**src/sv/rbg_pkg.sv**
```systemverilog
`default_nettype none
// ----------------------------------------------------------------------------
// rbg_pkg: shared definitions for the rpm bar gauge pixel renderer
// Speed thresholds, base colors, scale table, sequencer control word types
// and the dimming function.
// ----------------------------------------------------------------------------
package rbg_pkg;

   localparam int MAX_PIXELS_DEF = 32;
   localparam int RPM_W          = 16;
   localparam int COUNT_W        = 6;
   localparam int INDEX_W        = 5;
   localparam int COLOR_W        = 8;
   localparam int DELTA_W        = 13;
   localparam int QUOT_W         = 7;

   localparam logic [COUNT_W-1:0] COUNT_RESET = 6'd18;

   localparam int RPM_IDLE   = 800;
   localparam int RPM_TOP    = 6500;
   localparam int RPM_AMBER  = 4500;
   localparam int RPM_RED    = 5600;
   localparam int RPM_SPAN   = RPM_TOP - RPM_IDLE;
   localparam int SCALE_BASE = 80;

   localparam logic [COLOR_W-1:0] GREEN_R = 8'd0;
   localparam logic [COLOR_W-1:0] GREEN_G = 8'd90;
   localparam logic [COLOR_W-1:0] GREEN_B = 8'd24;
   localparam logic [COLOR_W-1:0] AMBER_R = 8'd110;
   localparam logic [COLOR_W-1:0] AMBER_G = 8'd72;
   localparam logic [COLOR_W-1:0] AMBER_B = 8'd0;
   localparam logic [COLOR_W-1:0] RED_R   = 8'd120;
   localparam logic [COLOR_W-1:0] RED_G   = 8'd0;
   localparam logic [COLOR_W-1:0] RED_B   = 8'd0;

   // whole part of SCALE_BASE / n, indexed by n (entry 0 unused)
   localparam logic [QUOT_W-1:0] SCALE_QUOT [65] = '{
      7'd0,  7'd80, 7'd40, 7'd26, 7'd20, 7'd16, 7'd13, 7'd11, 7'd10, 7'd8,
      7'd8,  7'd7,  7'd6,  7'd6,  7'd5,  7'd5,  7'd5,  7'd4,  7'd4,  7'd4,
      7'd4,  7'd3,  7'd3,  7'd3,  7'd3,  7'd3,  7'd3,  7'd2,  7'd2,  7'd2,
      7'd2,  7'd2,  7'd2,  7'd2,  7'd2,  7'd2,  7'd2,  7'd2,  7'd2,  7'd2,
      7'd2,  7'd1,  7'd1,  7'd1,  7'd1,  7'd1,  7'd1,  7'd1,  7'd1,  7'd1,
      7'd1,  7'd1,  7'd1,  7'd1,  7'd1,  7'd1,  7'd1,  7'd1,  7'd1,  7'd1,
      7'd1,  7'd1,  7'd1,  7'd1,  7'd1
   };

   typedef enum logic [1:0] {
      STEP_FETCH,
      STEP_PREP,
      STEP_EMIT,
      STEP_DONE
   } step_type;

   typedef enum logic [1:0] {
      COND_ALWAYS,
      COND_NO_REQ,
      COND_EMPTY,
      COND_MORE
   } cond_type;

   typedef struct packed {
      logic     req_ready;
      logic     setup;
      logic     emit;
      logic     wait_slot;
      cond_type cond;
      step_type target;
   } ctrl_word_type;

   typedef struct packed {
      logic slot_free;
      logic empty;
      logic last;
   } status_type;

   function automatic logic [COLOR_W-1:0] video_scale(
      input logic [COLOR_W-1:0] c,
      input logic [COLOR_W-1:0] s
   );
      logic [2*COLOR_W-1:0] p;
      p = {{COLOR_W{1'b0}}, c} * {{COLOR_W{1'b0}}, s};
      if (c != '0 && s != '0) begin
         video_scale = p[2*COLOR_W-1:COLOR_W] + 8'd1;
      end else begin
         video_scale = p[2*COLOR_W-1:COLOR_W];
      end
   endfunction

endpackage
`default_nettype wire

```
**src/sv/rbg_if.sv**
```systemverilog
`default_nettype none
// ----------------------------------------------------------------------------
// rbg_if: request and response channels of the gauge renderer
// Valid/ready channels; an item moves when valid and ready are both high.
// ----------------------------------------------------------------------------
interface rbg_req_if;
   logic                          valid;
   logic                          ready;
   logic [rbg_pkg::RPM_W-1:0]     engine_rpm;

   modport source(output valid, output engine_rpm, input ready);
   modport sink(input valid, input engine_rpm, output ready);
endinterface

interface rbg_rsp_if;
   logic                          valid;
   logic                          ready;
   logic [rbg_pkg::INDEX_W-1:0]   pixel_index;
   logic [rbg_pkg::COLOR_W-1:0]   red;
   logic [rbg_pkg::COLOR_W-1:0]   green;
   logic [rbg_pkg::COLOR_W-1:0]   blue;
   logic                          last_pixel;

   modport source(output valid, output pixel_index, output red, output green,
                  output blue, output last_pixel, input ready);
   modport sink(input valid, input pixel_index, input red, input green,
                input blue, input last_pixel, output ready);
endinterface
`default_nettype wire

```
**src/sv/rbg_sequencer.sv**
```systemverilog
`default_nettype none
// ----------------------------------------------------------------------------
// rbg_sequencer: microprogram store and step counter
// Reads one control word per step and picks the next step from a condition.
// ----------------------------------------------------------------------------
module rbg_sequencer (
   input  wire logic                   clock,
   input  wire logic                   reset,
   input  wire logic                   req_valid,
   input  wire rbg_pkg::status_type    status,
   output rbg_pkg::ctrl_word_type      ctrl,
   output rbg_pkg::step_type           step
);

   localparam rbg_pkg::ctrl_word_type PROGRAM [4] = '{
      '{req_ready: 1'b1, setup: 1'b0, emit: 1'b0, wait_slot: 1'b0,
        cond: rbg_pkg::COND_NO_REQ, target: rbg_pkg::STEP_FETCH},
      '{req_ready: 1'b0, setup: 1'b1, emit: 1'b0, wait_slot: 1'b0,
        cond: rbg_pkg::COND_EMPTY, target: rbg_pkg::STEP_FETCH},
      '{req_ready: 1'b0, setup: 1'b0, emit: 1'b1, wait_slot: 1'b1,
        cond: rbg_pkg::COND_MORE, target: rbg_pkg::STEP_EMIT},
      '{req_ready: 1'b0, setup: 1'b0, emit: 1'b0, wait_slot: 1'b0,
        cond: rbg_pkg::COND_ALWAYS, target: rbg_pkg::STEP_FETCH}
   };

   rbg_pkg::step_type pc_ff;
   rbg_pkg::step_type pc_in;
   logic              taken;

   assign ctrl = PROGRAM[pc_ff];
   assign step = pc_ff;

   always_comb begin
      case (ctrl.cond)
         rbg_pkg::COND_ALWAYS: taken = 1'b1;
         rbg_pkg::COND_NO_REQ: taken = !req_valid;
         rbg_pkg::COND_EMPTY:  taken = status.empty;
         rbg_pkg::COND_MORE:   taken = !status.last;
         default:              taken = 1'b0;
      endcase
      if (ctrl.wait_slot && !status.slot_free) begin
         pc_in = pc_ff;
      end else if (taken) begin
         pc_in = ctrl.target;
      end else begin
         pc_in = rbg_pkg::step_type'(pc_ff + 2'd1);
      end
   end

   always_ff @(posedge clock) begin
      if (reset) begin
         pc_ff <= rbg_pkg::STEP_FETCH;
      end else begin
         pc_ff <= pc_in;
      end
   end

endmodule
`default_nettype wire

```
**src/sv/rbg_datapath.sv**
```systemverilog
`default_nettype none
// ----------------------------------------------------------------------------
// rbg_datapath: frame registers, ramp accumulators and output register
// Sets up a frame from one speed sample and renders one pixel per emit step.
// ----------------------------------------------------------------------------
module rbg_datapath #(
   parameter int MAX_PIXELS = rbg_pkg::MAX_PIXELS_DEF
) (
   input  wire logic                          clock,
   input  wire logic                          reset,
   input  wire rbg_pkg::ctrl_word_type        ctrl,
   input  wire logic                          req_accept,
   input  wire logic [rbg_pkg::RPM_W-1:0]     req_engine_rpm,
   input  wire logic                          csr_wr_en,
   input  wire logic [rbg_pkg::COUNT_W-1:0]   csr_wr_data,
   input  wire logic                          rsp_ready,
   output logic                               rsp_valid,
   output logic [rbg_pkg::INDEX_W-1:0]        rsp_pixel_index,
   output logic [rbg_pkg::COLOR_W-1:0]        rsp_red,
   output logic [rbg_pkg::COLOR_W-1:0]        rsp_green,
   output logic [rbg_pkg::COLOR_W-1:0]        rsp_blue,
   output logic                               rsp_last_pixel,
   output rbg_pkg::status_type                status
);

   localparam int CNT_W = $clog2(MAX_PIXELS + 1);
   localparam int THR_W = $clog2(rbg_pkg::RPM_SPAN * MAX_PIXELS + 1);
   localparam int QW    = rbg_pkg::QUOT_W;
   localparam int CW    = rbg_pkg::COLOR_W;
   localparam int QIW   = $clog2($size(rbg_pkg::SCALE_QUOT));

   logic [rbg_pkg::COUNT_W-1:0] count_ff, count_in;
   logic [rbg_pkg::RPM_W-1:0]   rpm_ff, rpm_in;
   logic [CNT_W-1:0]            n_ff, n_in;
   logic [THR_W-1:0]            dn_ff, dn_in;
   logic [THR_W-1:0]            thr_ff, thr_in;
   logic [CNT_W-1:0]            i_ff, i_in;
   logic [QW-1:0]               q_ff, q_in;
   logic [QW-1:0]               qb_ff, qb_in;
   logic [CNT_W-1:0]            rem_ff, rem_in;
   logic [CNT_W-1:0]            rb_ff, rb_in;
   logic                        lit_en_ff, lit_en_in;
   logic [CW-1:0]               base_r_ff, base_r_in;
   logic [CW-1:0]               base_g_ff, base_g_in;
   logic [CW-1:0]               base_b_ff, base_b_in;
   logic                        out_valid_ff, out_valid_in;
   logic [rbg_pkg::INDEX_W-1:0] out_index_ff, out_index_in;
   logic [CW-1:0]               out_r_ff, out_r_in;
   logic [CW-1:0]               out_g_ff, out_g_in;
   logic [CW-1:0]               out_b_ff, out_b_in;
   logic                        out_last_ff, out_last_in;

   logic [rbg_pkg::DELTA_W-1:0] delta;
   logic [QW:0]                 qn;
   logic [CNT_W:0]              rem_sum;
   logic [CW-1:0]               scale;
   logic [QIW-1:0]              n_idx;
   logic                        lit;
   logic                        last;
   logic                        slot_free;
   logic                        emit_go;

   assign slot_free = !out_valid_ff || rsp_ready;
   assign emit_go   = ctrl.emit && slot_free;
   assign last      = ((CNT_W + 1)'(i_ff) + 1'b1) == (CNT_W + 1)'(n_ff);
   assign lit       = lit_en_ff && (thr_ff <= dn_ff);
   assign scale     = CW'(rbg_pkg::SCALE_BASE) + CW'(q_ff);
   assign rem_sum   = (CNT_W + 1)'(rem_ff) + (CNT_W + 1)'(rb_ff);
   assign n_idx     = QIW'(n_ff);

   assign status.slot_free = slot_free;
   assign status.empty     = (n_ff == '0);
   assign status.last      = last;

   assign rsp_valid       = out_valid_ff;
   assign rsp_pixel_index = out_index_ff;
   assign rsp_red         = out_r_ff;
   assign rsp_green       = out_g_ff;
   assign rsp_blue        = out_b_ff;
   assign rsp_last_pixel  = out_last_ff;

   always_comb begin
      count_in  = count_ff;
      rpm_in    = rpm_ff;
      n_in      = n_ff;
      dn_in     = dn_ff;
      thr_in    = thr_ff;
      i_in      = i_ff;
      q_in      = q_ff;
      qb_in     = qb_ff;
      rem_in    = rem_ff;
      rb_in     = rb_ff;
      lit_en_in = lit_en_ff;
      base_r_in = base_r_ff;
      base_g_in = base_g_ff;
      base_b_in = base_b_ff;
      out_valid_in = out_valid_ff;
      out_index_in = out_index_ff;
      out_r_in     = out_r_ff;
      out_g_in     = out_g_ff;
      out_b_in     = out_b_ff;
      out_last_in  = out_last_ff;

      if (rpm_ff < rbg_pkg::RPM_W'(rbg_pkg::RPM_IDLE)) begin
         delta = '0;
      end else if (rpm_ff > rbg_pkg::RPM_W'(rbg_pkg::RPM_TOP)) begin
         delta = rbg_pkg::DELTA_W'(rbg_pkg::RPM_SPAN);
      end else begin
         delta = rbg_pkg::DELTA_W'(rpm_ff - rbg_pkg::RPM_W'(rbg_pkg::RPM_IDLE));
      end
      qn = (QW + 1)'(rbg_pkg::SCALE_QUOT[n_idx]) * (QW + 1)'(n_ff);

      if (csr_wr_en) begin
         count_in = csr_wr_data;
      end

      if (req_accept) begin
         rpm_in = req_engine_rpm;
         if (int'(count_ff) > MAX_PIXELS) begin
            n_in = CNT_W'(MAX_PIXELS);
         end else begin
            n_in = CNT_W'(count_ff);
         end
      end

      if (ctrl.setup) begin
         dn_in     = THR_W'(delta) * THR_W'(n_ff);
         thr_in    = '0;
         i_in      = '0;
         q_in      = '0;
         rem_in    = '0;
         qb_in     = rbg_pkg::SCALE_QUOT[n_idx];
         rb_in     = CNT_W'((QW + 1)'(rbg_pkg::SCALE_BASE) - qn);
         lit_en_in = (rpm_ff >= rbg_pkg::RPM_W'(rbg_pkg::RPM_IDLE));
         if (rpm_ff >= rbg_pkg::RPM_W'(rbg_pkg::RPM_RED)) begin
            base_r_in = rbg_pkg::RED_R;
            base_g_in = rbg_pkg::RED_G;
            base_b_in = rbg_pkg::RED_B;
         end else if (rpm_ff >= rbg_pkg::RPM_W'(rbg_pkg::RPM_AMBER)) begin
            base_r_in = rbg_pkg::AMBER_R;
            base_g_in = rbg_pkg::AMBER_G;
            base_b_in = rbg_pkg::AMBER_B;
         end else begin
            base_r_in = rbg_pkg::GREEN_R;
            base_g_in = rbg_pkg::GREEN_G;
            base_b_in = rbg_pkg::GREEN_B;
         end
      end

      if (emit_go) begin
         out_valid_in = 1'b1;
         out_index_in = rbg_pkg::INDEX_W'(i_ff);
         out_last_in  = last;
         if (lit) begin
            out_r_in = rbg_pkg::video_scale(base_r_ff, scale);
            out_g_in = rbg_pkg::video_scale(base_g_ff, scale);
            out_b_in = rbg_pkg::video_scale(base_b_ff, scale);
         end else begin
            out_r_in = '0;
            out_g_in = '0;
            out_b_in = '0;
         end
         // advance to the next pixel
         i_in   = i_ff + 1'b1;
         thr_in = thr_ff + THR_W'(rbg_pkg::RPM_SPAN);
         if (rem_sum >= (CNT_W + 1)'(n_ff)) begin
            rem_in = CNT_W'(rem_sum - (CNT_W + 1)'(n_ff));
            q_in   = q_ff + qb_ff + 1'b1;
         end else begin
            rem_in = CNT_W'(rem_sum);
            q_in   = q_ff + qb_ff;
         end
      end else if (rsp_ready) begin
         out_valid_in = 1'b0;
      end
   end

   always_ff @(posedge clock) begin
      if (reset) begin
         count_ff     <= rbg_pkg::COUNT_RESET;
         out_valid_ff <= 1'b0;
      end else begin
         count_ff     <= count_in;
         out_valid_ff <= out_valid_in;
      end
   end

   always_ff @(posedge clock) begin
      rpm_ff       <= rpm_in;
      n_ff         <= n_in;
      dn_ff        <= dn_in;
      thr_ff       <= thr_in;
      i_ff         <= i_in;
      q_ff         <= q_in;
      qb_ff        <= qb_in;
      rem_ff       <= rem_in;
      rb_ff        <= rb_in;
      lit_en_ff    <= lit_en_in;
      base_r_ff    <= base_r_in;
      base_g_ff    <= base_g_in;
      base_b_ff    <= base_b_in;
      out_index_ff <= out_index_in;
      out_r_ff     <= out_r_in;
      out_g_ff     <= out_g_in;
      out_b_ff     <= out_b_in;
      out_last_ff  <= out_last_in;
   end

endmodule
`default_nettype wire

```
**src/sv/rpm_bar_gauge_pixel_renderer.sv**
```systemverilog
`default_nettype none
// ----------------------------------------------------------------------------
// rpm_bar_gauge_pixel_renderer: bar gauge LED colors from engine speed
// One speed sample per frame in, one colored pixel per LED out, last marked.
// ----------------------------------------------------------------------------
//   channel   dir  handshake      payload
//   req_chan  in   valid/ready    engine_rpm
//   rsp_chan  out  valid/ready    pixel_index, red, green, blue, last_pixel
//   csr_*     in   write enable   pixel_count (6 bits)
//
// A frame of n pixels steps through fetch, setup, n emit steps and done.
// The emit step of the microprogram renders one pixel per cycle into the
// output register and holds while that register is full and not taken.
// A zero pixel count ends the frame at setup with no item out.
// Reset is synchronous; it sets the pixel count to 18 and empties the output.
// ----------------------------------------------------------------------------
module rpm_bar_gauge_pixel_renderer #(
   parameter int MAX_PIXELS = rbg_pkg::MAX_PIXELS_DEF
) (
   input  wire logic                          clock,
   input  wire logic                          reset,
   rbg_req_if.sink                            req_chan,
   rbg_rsp_if.source                          rsp_chan,
   input  wire logic                          csr_wr_en,
   input  wire logic [rbg_pkg::COUNT_W-1:0]   csr_wr_data
);

   rbg_pkg::ctrl_word_type ctrl;
   rbg_pkg::status_type    status;
   rbg_pkg::step_type      step;
   logic                   req_accept;

   assign req_chan.ready = ctrl.req_ready;
   assign req_accept     = req_chan.valid && ctrl.req_ready;

   rbg_sequencer u_sequencer (
      .clock     (clock),
      .reset     (reset),
      .req_valid (req_chan.valid),
      .status    (status),
      .ctrl      (ctrl),
      .step      (step)
   );

   rbg_datapath #(
      .MAX_PIXELS (MAX_PIXELS)
   ) u_datapath (
      .clock           (clock),
      .reset           (reset),
      .ctrl            (ctrl),
      .req_accept      (req_accept),
      .req_engine_rpm  (req_chan.engine_rpm),
      .csr_wr_en       (csr_wr_en),
      .csr_wr_data     (csr_wr_data),
      .rsp_ready       (rsp_chan.ready),
      .rsp_valid       (rsp_chan.valid),
      .rsp_pixel_index (rsp_chan.pixel_index),
      .rsp_red         (rsp_chan.red),
      .rsp_green       (rsp_chan.green),
      .rsp_blue        (rsp_chan.blue),
      .rsp_last_pixel  (rsp_chan.last_pixel),
      .status          (status)
   );

`ifndef SYNTHESIS
   a_accept_to_setup: assert property (@(posedge clock) disable iff (reset)
      req_accept |=> step == rbg_pkg::STEP_PREP)
      else $error("accepted item not followed by setup step");

   a_emit_fills_output: assert property (@(posedge clock) disable iff (reset)
      (ctrl.emit && status.slot_free) |=> rsp_chan.valid)
      else $error("emit step did not load the output register");

   a_no_accept_while_emitting: assert property (@(posedge clock) disable iff (reset)
      (step == rbg_pkg::STEP_EMIT) |-> !req_chan.ready)
      else $error("request taken during pixel emission");
`endif

endmodule
`default_nettype wire
```
**src/flat_wrapper.sv**
```systemverilog
// flat-port wrapper written by rule: the top's interface ports become plain ports
module rpm_bar_gauge_pixel_renderer_flat 
#(
   parameter int MAX_PIXELS = rbg_pkg::MAX_PIXELS_DEF
)
  (clock, reset, csr_wr_en, csr_wr_data, req_chan_valid, req_chan_engine_rpm, req_chan_ready, rsp_chan_valid, rsp_chan_pixel_index, rsp_chan_red, rsp_chan_green, rsp_chan_blue, rsp_chan_last_pixel, rsp_chan_ready);
  rbg_req_if req_chan_i ();
  rbg_rsp_if rsp_chan_i ();
  input  wire logic clock;
  input  wire logic reset;
  input  wire logic csr_wr_en;
  input  wire logic [rbg_pkg::COUNT_W-1:0] csr_wr_data;
  input wire logic [$bits(req_chan_i.valid)-1:0] req_chan_valid;
  input wire logic [$bits(req_chan_i.engine_rpm)-1:0] req_chan_engine_rpm;
  output wire logic [$bits(req_chan_i.ready)-1:0] req_chan_ready;
  output wire logic [$bits(rsp_chan_i.valid)-1:0] rsp_chan_valid;
  output wire logic [$bits(rsp_chan_i.pixel_index)-1:0] rsp_chan_pixel_index;
  output wire logic [$bits(rsp_chan_i.red)-1:0] rsp_chan_red;
  output wire logic [$bits(rsp_chan_i.green)-1:0] rsp_chan_green;
  output wire logic [$bits(rsp_chan_i.blue)-1:0] rsp_chan_blue;
  output wire logic [$bits(rsp_chan_i.last_pixel)-1:0] rsp_chan_last_pixel;
  input wire logic [$bits(rsp_chan_i.ready)-1:0] rsp_chan_ready;
  assign req_chan_i.valid = req_chan_valid;
  assign req_chan_i.engine_rpm = req_chan_engine_rpm;
  assign req_chan_ready = req_chan_i.ready;
  assign rsp_chan_valid = rsp_chan_i.valid;
  assign rsp_chan_pixel_index = rsp_chan_i.pixel_index;
  assign rsp_chan_red = rsp_chan_i.red;
  assign rsp_chan_green = rsp_chan_i.green;
  assign rsp_chan_blue = rsp_chan_i.blue;
  assign rsp_chan_last_pixel = rsp_chan_i.last_pixel;
  assign rsp_chan_i.ready = rsp_chan_ready;
  rpm_bar_gauge_pixel_renderer #(.MAX_PIXELS(MAX_PIXELS)) u_core (.clock(clock), .reset(reset), .req_chan(req_chan_i), .rsp_chan(rsp_chan_i), .csr_wr_en(csr_wr_en), .csr_wr_data(csr_wr_data));
endmodule
```
**config.mk**
```make
export PLATFORM = sky130hd
export DESIGN_NAME = rpm_bar_gauge_pixel_renderer_flat
export DESIGN_NICKNAME = d
export VERILOG_FILES = /design/src/sv/rbg_pkg.sv /design/src/sv/rbg_if.sv /design/src/sv/rbg_sequencer.sv /design/src/sv/rbg_datapath.sv /design/src/sv/rpm_bar_gauge_pixel_renderer.sv /design/src/flat_wrapper.sv
export SDC_FILE = /design/constraint.sdc
export NUM_CORES = 1
export LEC_CHECK = 0
export BUFFER_PORTS_ARGS = -buffer_cell sky130_fd_sc_hd__buf_2
export CAP_MARGIN = 20
export CORE_UTILIZATION = 25
export CTS_CLUSTER_SIZE = 14
export DETAILED_ROUTE_END_ITERATION = 7
export PLACE_DENSITY = 0.41
export SYNTH_ARGS = -nofsm -noshare
export SYNTH_HDL_FRONTEND = slang
export SYNTH_HIERARCHICAL = 1
export SYNTH_SLANG_ARGS = --single-unit
export TNS_END_PERCENT = 50
```
**constraint.sdc**
```tcl
create_clock -name clock -period 7.1 [get_ports clock]
set_input_delay 1.42 -clock clock [delete_from_list [all_inputs] [get_ports clock]]
set_output_delay 1.42 -clock clock [all_outputs]
set_load 0.02 [all_outputs]
```
* Word-level counts from Yosys, hierarchy flattened
Memories as Yosys holds them, arrays and structs flattened. Index checks and enable logic that the tools add are counted.
Operators by class: $add $sub $neg 14, multiply operators 5, order comparisons 10, eq/ne operators 4, mux-type cells 26, bitwise logic cells 2, reductions and logical operators 20
Operators with widths (count):
- multiplier 8 x 8 -> 16 bit | 3
- 2-to-1 mux 7 bit | 6
- 2-to-1 mux 8 bit | 5
- 2-to-1 mux 18 bit | 2
- >= comparator 16 x 13 -> 1 bit (second input constant) | 2
- nonzero test 8 bit | 4
- 2-to-1 mux 13 bit | 2
- adder 8 x 1 -> 8 bit (second input constant) | 3
- 2-to-1 mux 6 bit | 4
- adder 18 x 13 -> 18 bit (second input constant) | 1
- <= comparator 18 bit | 1
- multiplier 13 x 6 -> 18 bit | 1
- binary-select mux 8 bit (select 2 bit) | 1
- >= comparator 16 x 10 -> 1 bit (second input constant) | 1
- greater-than comparator 16 x 13 -> 1 bit (second input constant) | 1
- less-than comparator 16 x 10 -> 1 bit (second input constant) | 1
- subtractor 13 x 10 -> 13 bit (second input constant) | 1
- 2-to-1 mux 5 bit | 2
- adder 7 x 7 -> 8 bit (first input constant) | 1
- >= comparator 8 bit (second input constant) | 1
- NOT 6 -> 8 bit | 1
- adder 6 x 1 -> 7 bit (second input constant) | 1
- adder 6 x 6 -> 7 bit | 1
- adder 7 x 1 -> 7 bit (second input constant) | 1
- 22 further kinds | 34
Storage, ports and cells: register bits 154, ROM bits 896, input bits 27, output and inout bits 32, logic and storage cells 103, memories 1
Memory list:
- (no name shown) | depth 128, bits a word 7, rd ports 1, clocked after memory_dff 0, wr ports 0, RTL line rbg_datapath.sv:132 | qb_in = rbg_pkg::SCALE_QUOT[n_idx];

* Depth between registers and ports, before layout
depth after elaboration 7, mapped depth 25

* By module
The synthesis kept the hierarchy.
By module, submodules not included:
- rbg_datapath | times used 1, cells an instance 1277, area each 12634.6 µm², sequential area each 3863.7 µm²
- rbg_sequencer | times used 1, cells an instance 24, area each 216.5 µm², sequential area each 40.0 µm²
- rpm_bar_gauge_pixel_renderer | times used 1, cells an instance 1, area each 6.3 µm², sequential area each 0.0 µm²

* Worst setup path after synthesis
No wires, ideal clock.
path type register to register, start point reg u_core.u_datapath.q_ff[4], end point reg u_core.u_datapath.out_r_ff[7] (netlist: u_core/u_datapath/rsp_red[7]), data pin, setup time 260 ps, arrival time 5274 ps, required time 6840 ps, slack 1565 ps, stages on the path, launching flop included 19, path buffers 0, cell sequence edfxtp_1 -> ha_1 -> xnor2_1 -> and2_1 -> inv_1 -> fa_1 -> fa_1 -> fa_1 -> inv_1 -> ha_1 -> ha_1 -> and3_1 -> o21a_1 -> or4_4 -> and4_4 -> a31o_1 -> a222oi_1 -> and3_2 -> nor3_2
On the way: longest elaborated chain between the ends 4
RTL lines:
- from (decl) | RTL line rbg_datapath.sv:38 | logic [QW-1:0] q_ff, q_in;
- from (signal assigned) | RTL line rbg_datapath.sv:194 | q_ff <= q_in;
- adder 7 x 7 -> 8 bit * | RTL line rbg_datapath.sv:67 | assign scale = CW'(rbg_pkg::SCALE_BASE) + CW'(q_ff);
- multiplier 8 x 8 -> 16 bit or nonzero test 8 bit (tied branches) | RTL line rbg_pkg.sv:81, rbg_pkg.sv:82
- adder 8 x 1 -> 8 bit or logical AND 1 bit (tied branches) | RTL line rbg_pkg.sv:83, rbg_pkg.sv:82
- 2-to-1 mux 8 bit * | RTL line rbg_pkg.sv:82 | if (c != '0 && s != '0) begin
- to (signal assigned) | RTL line rbg_datapath.sv:203 | out_r_ff <= out_r_in;
- to (decl) | RTL line rbg_datapath.sv:48 | logic [CW-1:0] out_r_ff, out_r_in;
Mark *: on every way between the ends. The rest lies on a longest branch, timed or not. A chain may end at the register's enable or synchronous reset.

* Worst setup path after layout
start point reg u_core.u_datapath.q_ff[4], end point reg u_core.u_datapath.out_r_ff[6] (netlist: u_core/u_datapath/rsp_red[6]), data pin
Same word-level chain as after synthesis.

==> results.toml <==
[run_status]
status = "finished, final reports clean"

[placement]
portBuffers = 58
hpwl_um = 21600
gp_congestion = 0.758

[global_route]
first_global_vias = 9049
overflow = 0
grt_max_degree = 39
grt_antenna_before_repair = 0
grtUsageTotal_pct = 10.8
grt_first_pass_wirelength_um = 45500

[setup_path]
worstPathArrival_ns = 6.28
worstSetupPathType = "reg -> reg"
crit_start = "u_core/u_datapath/q_ff[4]"
r2r-start = "u_core/u_datapath/q_ff[4]"
max_stage_delay_ns = 0.55
critical_path.max_fanout = 9
crit_top_cell = "ha_1"
worstSetupStartpointType = "flip-flop"
worst_path_max_delay_cell = "fa_1"
r2r_end = "u_core/u_datapath/rsp_red[6]"
required_ns = 7.37
setup.worst_path.end = "u_core/u_datapath/rsp_red[6]"
r2r_setup_slack_ns = 1.09
crit_chain = "ha_1 -> xnor2_1 -> nand2_1 -> inv_1 -> ha_1 -> ha_1 -> inv_1 -> fa_1 -> fa_1 -> inv_1 -> ha_1 -> and4b_1 -> a41o_1 -> o21a_1 -> o21a_1 -> nor2_1 -> ha_1 -> nand2_1 -> nor2_1 -> o311ai_0 -> o41ai_1 -> nor3_1 -> a21o_1 -> a21oi_1"
crit_path_end_kind = "flip-flop"
r2r_cells = 24

[sta]
fin_tns_setup_ns = 0
slew-limit-headroom_pct = 26.2
hold_violations = 0
layout_min_cycle_time_ns = 6.01
rsz0062_at_grt = "no"
worst_pin_slew_ns = 1.10
report.final.slew_viol_count = 0
holdWs_ns = 0.497
fmax_mhz = 166
finalSetupViolations = 0
finalCritPeriodShare_pct = 84.6
fin_skew_ns = 0.0117

[detailed_routing]
vias = 8767
wirelength_um = 27300
drt_iter0_markers = 307
vias_per_cell = 4.31
dr.pass1.iters = 5
postRouteAntennaNets = 0
drc = 0
wl_per_cell_um = 13.4

[layout]
layout_commonest_cell = "inv_1"
mostFrequentLayoutCells = "inv_1, ha_1, edfxtp_1"
diodes = 0
syn_to_final_growth_pct = 13.2
drive_above_1_share_pct = 8.58
fin_nets = 1643
n_fill_cell = 5288

[cts]
cts_resized = 0
cts_hold_buf = 0
clk_transition_reported_paths_ns = 0.06
clk_latency_ns = 0.44
cts_tree = "built"
clock_sinks = 133
root_buffer = "clkbuf_16"
clockBufferDepth = 2
htree_num_levels = 4
numCtsBuffers = 17
cts_setup_buffers = 0

[logic_synthesis]
syn-num-nets = 1591
yosysWarnings = 6
syn-instance-count = 1299
avgSynthCellArea_um2 = 9.88
syn_area_um2 = 12800

[die]
die_area_um2 = 52300
fp.dieH_um = 229
ios = 59
initial_core_util_pct = 25.5
rows = 82
die_w_um = 229
core_um2 = 50400

[job]
drv_cap = 0

[worst_hold_path]
hold_path_class = "reg -> reg"
## cell type report
cell class	instances	area, um2	share of cell area, %
Inverter	189	709	4.88
Clock buffer	21	450	3.10
Multi-Input combinational cell	942	8090	55.7
Sequential cell	133	3900	26.9
Clock inverter	11	174	1.20
Timing Repair Buffer	68	363	2.50
Tap cell	672	841	5.79
## stage by stage
| stage | setup slack (ns) | cells | util, % | instance area (um2) |
|---|---|---|---|---|
| 3_3_place_gp | 1.20 | 2003 | 27.6 | 13900 |
| 2_1_floorplan | 1.57 | 1299 | - | 12800 |
| 3_5_place_dp | 1.05 | 2003 | 27.6 | 13900 |
| 5_1_grt | 0.538 | 2036 | 28.8 | 14500 |
| 4_1_cts | 1.04 | 2035 | 28.8 | 14500 |
| 6_report | 1.09 | 2036 | 28.8 | 14500 |
## flip-flops by register name, summed over array words and instances, names as in the netlist, 7 cells and up
name	cells
u_core/u_datapath/dn_ff	18
u_core/u_datapath/rpm_ff	16
u_core/u_datapath/thr_ff	16
u_core/u_datapath/rsp_blue	8
u_core/u_datapath/rsp_green	8
u_core/u_datapath/rsp_red	8
u_core/u_datapath/q_ff	7
u_core/u_datapath/qb_ff	7
## worst max-delay path, delay by kind of cell (launching register included)
family	cells	cell delay, ns
adder cells (fa/ha/maj)	7	2.28
AO/OA/AOI/OAI	7	1.79
AND/OR/NAND/NOR	6	0.75
flip-flops	1	0.52
XOR/XNOR	1	0.33
buffers and inverters	3	0.17
## worst min-delay path by stage
| stage | start | endpoint | slack, ns | depth (start not counted) |
|---|---|---|---|---|
| after floorplan | u_core/u_datapath/count_ff[0] | u_core/u_datapath/count_ff[0] | 0.45 | 2 |
| after global placement | u_core/u_datapath/count_ff[2] | u_core/u_datapath/count_ff[2] | 0.47 | 2 |
| after detailed placement | u_core/u_datapath/count_ff[2] | u_core/u_datapath/count_ff[2] | 0.49 | 2 |
| after CTS | u_core/u_datapath/count_ff[3] | u_core/u_datapath/count_ff[3] | 0.51 | 2 |
| after global routing | u_core/u_datapath/count_ff[3] | u_core/u_datapath/count_ff[3] | 0.54 | 2 |
| final | u_core/u_datapath/count_ff[0] | u_core/u_datapath/count_ff[0] | 0.50 | 2 |
## metal layers
| layer | global-route usage (%) | vias up | part of all wire [%] |
|---|---|---|---|
| met4 | 2.87 | 0 | 1.1 |
| met3 | 2.56 | 18 | 2.9 |
| li1 | - | 4511 | - |
| met1 | 14.6 | 4113 | 51 |
| met5 | 0 | - | 0 |
| met2 | 17.3 | 125 | 45 |
Power is left out: the tool's default activity adds up to more than one toggle a clock period on the data nets, which glitch-free logic cannot reach.
